### src/rtl/atacc_pkg.sv
package atacc_pkg;

  // word format and matrix shape
  localparam int DATA_W    = 32;
  localparam int FRAC_BITS = 16;
  localparam int ROWS      = 3;
  localparam int COLS      = 4;
  localparam int NUM_ELEM  = ROWS * COLS;
  localparam int TDATA_W   = NUM_ELEM * DATA_W;

  // full product and exact sum of three shifted products plus translation
  localparam int PROD_W = 2 * DATA_W;
  localparam int SUM_W  = PROD_W + 2;

  typedef logic signed [DATA_W-1:0] word_t;
  typedef word_t [ROWS-1:0]         vec_t;
  typedef word_t [NUM_ELEM-1:0]     mat_t;

  localparam word_t FX_ONE  = DATA_W'(1 << FRAC_BITS);
  localparam word_t SAT_MAX = {1'b0, {(DATA_W-1){1'b1}}};
  localparam word_t SAT_MIN = {1'b1, {(DATA_W-1){1'b0}}};

  // identity with 1.0 on the diagonal
  function automatic mat_t identity();
    mat_t m;
    m = '0;
    for (int r = 0; r < ROWS; r++) begin
      m[r*COLS+r] = FX_ONE;
    end
    return m;
  endfunction

endpackage

### src/rtl/atacc_state.sv
module atacc_state (
  input  logic             clk,
  input  logic             rst_n,
  input  logic             retire,
  input  atacc_pkg::mat_t  acc_nxt,
  output atacc_pkg::mat_t  acc
);

  atacc_pkg::mat_t acc_r;

  // accumulator, gathers all lane results at once
  always_ff @(posedge clk) begin
    if (!rst_n) begin
      acc_r <= atacc_pkg::identity();
    end else if (retire) begin
      acc_r <= acc_nxt;
    end
  end

  assign acc = acc_r;

endmodule

### config.mk
export PLATFORM = sky130hd
export DESIGN_NAME = atacc_state
export DESIGN_NICKNAME = d
export VERILOG_FILES = /design/src/rtl/atacc_pkg.sv /design/src/rtl/atacc_state.sv
export SDC_FILE = /design/constraint.sdc
export NUM_CORES = 1
export LEC_CHECK = 0
export ABC_CLOCK_PERIOD_IN_PS = 1150
export BUFFER_PORTS_ARGS = -buffer_cell sky130_fd_sc_hd__buf_2
export CAP_MARGIN = 20
export CELL_PAD_IN_SITES_DETAIL_PLACEMENT = 1
export CELL_PAD_IN_SITES_GLOBAL_PLACEMENT = 1
export CORE_AREA = 2 2 302 304
export CTS_CLUSTER_DIAMETER = 150
export DETAILED_ROUTE_END_ITERATION = 10
export DIE_AREA = 0 0 304 306
export GPL_TIMING_DRIVEN = 1
export PLACE_DENSITY = 0.52
export SLEW_MARGIN = 20
export SYNTH_ARGS = -nofsm -noshare
export SYNTH_HDL_FRONTEND = slang
export SYNTH_SLANG_ARGS = --single-unit
### constraint.sdc
create_clock -name clk -period 1.15 [get_ports clk]
set_input_delay 0.115 -clock clk [delete_from_list [all_inputs] [get_ports clk]]
set_output_delay 0.115 -clock clk [all_outputs]
set_load 0.005 [all_outputs]
==> out/metrics.json <==
{
  "globalRoute.totalOverflow": {"value": 0},
  "vias_in_the_first_global_route": {"value": 15400},
  "die-area": {"value": 93000, "unit": "sq um"},
  "ys_async_sr_fraction": {"value": 0, "unit": "%"},
  "outcome": {"value": "complete, but fails checks"},
  "largest_register_ffs": {"value": 384},
  "finalWeightedCongestion": {"value": 0.776},
  "clk_pin_slew_worst_paths": {"value": 0.06, "unit": "ns"},
  "die_h": {"value": 306, "unit": "microns"},
  "nFillCells": {"value": 10000},
  "crit-reg2reg-launch": {"value": "acc[142]"},
  "hold_viol_final": {"value": 0},
  "tritoncts": {"value": "done"},
  "vdd_ir_drop_max": {"value": 0.848, "unit": "mV"},
  "critical_path_at": {"value": 1.06, "unit": "ns"},
  "route.vias.total": {"value": 13600},
  "synthesized_area": {"value": 14900, "unit": "sq um"},
  "grt_usage": {"value": 11.9, "unit": "%"},
  "final_layout_size_suffix_gt1_share": {"value": 53.6, "unit": "%"},
  "hold_slack": {"value": 0.0763, "unit": "ns"},
  "hp-start": {"value": "retire"},
  "routed_via_density": {"value": 3.70},
  "area_occupied_by_multi_input_gates": {"value": 6240, "unit": "sq um"},
  "postSynthNetCount": {"value": 1625},
  "path_max_fanout": {"value": 2},
  "max_slew.worst_pin.slew": {"value": 0.253, "unit": "ns"},
  "crit_buf_inv": {"value": 1},
  "ffs_latches_synth": {"value": 384},
  "grt_pass1_wl": {"value": 87800, "unit": "microns"},
  "achievable-frequency": {"value": 854, "unit": "MHz"},
  "detail_route.iter0.violations": {"value": 325},
  "slowest_library_cell_on_the_worst_path": {"value": "sky130_fd_sc_hd__dfxtp_4"},
  "synth_top_cell_area_share": {"value": 51.6, "unit": "%"},
  "regArea": {"value": 8200, "unit": "sq um"},
  "max_slew_margin": {"value": 82.6, "unit": "%"},
  "min_path_cells": {"value": 4},
  "maxCapViolCount": {"value": 0},
  "layout_setup_ws": {"value": -0.0204, "unit": "ns"},
  "fin_area": {"value": 28000, "unit": "sq um"},
  "clock_tree.root_cell": {"value": "sky130_fd_sc_hd__clkbuf_16"},
  "drc_violations_left": {"value": 0},
  "ys.flop_type": {"value": "sky130_fd_sc_hd__dfxtp_1"},
  "ff2ff_setup_slack": {"value": 0.21, "unit": "ns"},
  "critical_path.startpoint_type": {"value": "register"},
  "worst_path_dominant_cell_family": {"value": "flip-flops"},
  "clock-skew-final": {"value": 0, "unit": "ns"},
  "worstSetupEndpointType": {"value": "output pin"},
  "cell_chain_of_the_critical_path": {"value": "buf_6"},
  "power.density_cell_area": {"value": 1280, "unit": "nW/um^2"},
  "synthesis_warning_total": {"value": 0},
  "clk_latency": {"value": 0.56, "unit": "ns"},
  "floorplan.initialDensity": {"value": 16.6, "unit": "%"},
  "area_delta_synth_final": {"value": 88.2, "unit": "%"},
  "synth.yosys.seq_area_share": {"value": 51.6, "unit": "%"},
  "critical_path_depth": {"value": 1},
  "max-clock-path-buffers": {"value": 3},
  "totalWireLength": {"value": 59300, "unit": "microns"},
  "netlist_top_cells_count": {"value": "384 x sky130_fd_sc_hd__dfxtp_1, 384 x sky130_fd_sc_hd__mux2i_1, 381 x sky130_fd_sc_hd__nor2b_1"},
  "rows": {"value": 110},
  "port_buffers": {"value": 770},
  "violations": {"value": "negative setup slack"},
  "detail_route.first_pass.iterations": {"value": 4},
  "worst_r2r_path_depth": {"value": 4},
  "average_wire_length_per_cell_after_detail_routing": {"value": 16.1, "unit": "microns"},
  "worst-endpoint-required": {"value": 1.03, "unit": "ns"},
  "ctsHtreeMaxLevel": {"value": 2},
  "postSynthCellCount": {"value": 1238},
  "holdPathEnd": {"value": "acc[176]"},
  "place_area": {"value": 19900, "unit": "sq um"},
  "power_leakage": {"value": 0.0131, "unit": "uW"},
  "dieWidth": {"value": 304, "unit": "microns"},
  "number_of_flops_mapped_to_enable_cells_by_yosys": {"value": 0},
  "holdCritPathClass": {"value": "in -> reg"},
  "dp_hpwl": {"value": 41000, "unit": "microns"},
  "rsz0062_at_grt": {"value": "yes"},
  "route.antenna.remaining_nets": {"value": 0},
  "antenna_found_initial": {"value": 1},
  "crit-reg2reg-capture": {"value": "acc[142]"},
  "pin_count": {"value": 771},
  "finalCriticalPeriod": {"value": 1.17, "unit": "ns"},
  "core_area": {"value": 89600, "unit": "sq um"},
  "timing_worst_setup_path_type": {"value": "reg -> out"},
  "final_core_util": {"value": 31.3, "unit": "%"},
  "cts-buffers-inserted": {"value": 47},
  "post_synth_num_cell_types": {"value": 10},
  "yosys.area.top_type": {"value": "sky130_fd_sc_hd__dfxtp_1"},
  "final_max_slew_viol_count": {"value": 0},
  "nets": {"value": 2862},
  "syn_avg_cell_area": {"value": 12.0, "unit": "sq um"},
  "cts.sink_count": {"value": 384},
  "leading_cell_types_by_total_area_after_synthesis": {"value": "sky130_fd_sc_hd__dfxtp_1 52%, sky130_fd_sc_hd__mux2i_1 26%, sky130_fd_sc_hd__nor2b_1 16%, sky130_fd_sc_hd__buf_12 4.6%, sky130_fd_sc_hd__clkbuf_1 0.96%"},
  "grt_start_max_net_pins": {"value": 52},
  "report.final.setup_viol": {"value": 11},
  "slowest_delay": {"value": 0.36, "unit": "ns"},
  "final.period_utilization": {"value": 102, "unit": "%"}
}
timing repair:
action	in CTS	in global routing
setup endpoints to repair	384	384
hold buffers	385	0
setup buffers	30	35
hold endpoints to repair	384	0
gates resized for setup	609	57
cell families after synthesis:
group	after synthesis	share of synthesized area, %
buffers and inverters	86	6.48
multiplexers	384	25.8
AND/OR/NAND/NOR	384	16.1
flip-flops	384	51.6
cell type report:
type	instances	share of cell area [%]
antenna	1	0.00893
multi-input combinational	768	22.3
clock inverter	13	0.513
sequential	384	29.2
timing repair buffer	1274	37.6
clock buffer	72	5.08
tap	1176	5.25
metal layers:
metal  up-vias  wire length (microns)  track usage [%]
met5         -                      0                0
met4         0                   2180             4.70
met3       111                   3480             3.21
met2       486                  32700             23.3
met1      6463                  21000             11.8
li1       6573                      -                -
power by group:
group / switching, uW / leakage [uW] / internal (uW) / total (uW)
Sequential: 561 / 0.00331 / 14300 / 14800
Combinational: 2160 / 0.00898 / 3760 / 5920
Clock: 5930 / 0.000779 / 9150 / 15100
Total: 8650 / 0.0131 / 27200 / 35800
how the worst max path moves through the flow:
| stage | from | end | slack [ns] |
|---|---|---|---|
| floorplan | retire | acc[100] | 0.26 |
| global placement | retire | acc[83] | 0.05 |
| detailed placement | retire | acc[85] | 0.01 |
| CTS | acc[281] | acc[281] | -0.09 |
| global route | acc[281] | acc[281] | -0.08 |
| finish | acc[9] | acc[9] | -0.02 |
through the flow:
step                      worst slack, ns  total power, uW  cells  TNS, ns
final                             -0.0204            35800   3688   -0.108
after global routing              -0.0776            37500   3688   -11.68
after CTS                         -0.0855            36100   3652   -10.52
after detailed placement           0.0118            18900   3152        0
after global placement             0.0510            18700   3152        0
after floorplan                     0.256            16800   1238        0
layout by cell type, fill, tap and decap left out, types with 9 or more instances in the layout:
cell type                       netlist  final
sky130_fd_sc_hd__buf_2                5    501
sky130_fd_sc_hd__dlygate4sd3_1        0    385
sky130_fd_sc_hd__mux2i_1            384    384
sky130_fd_sc_hd__nor2b_1            381    381
sky130_fd_sc_hd__dfxtp_2              0    372
sky130_fd_sc_hd__buf_6                1    267
sky130_fd_sc_hd__buf_4                2     98
sky130_fd_sc_hd__clkbuf_16            0     49
sky130_fd_sc_hd__buf_12              34     21
sky130_fd_sc_hd__dfxtp_4              0     12
sky130_fd_sc_hd__clkbuf_8             0     12
sky130_fd_sc_hd__clkbuf_1            38     12
sky130_fd_sc_hd__clkinv_2             0      9
No activity file was read; power rests on OpenSTA's default activity.
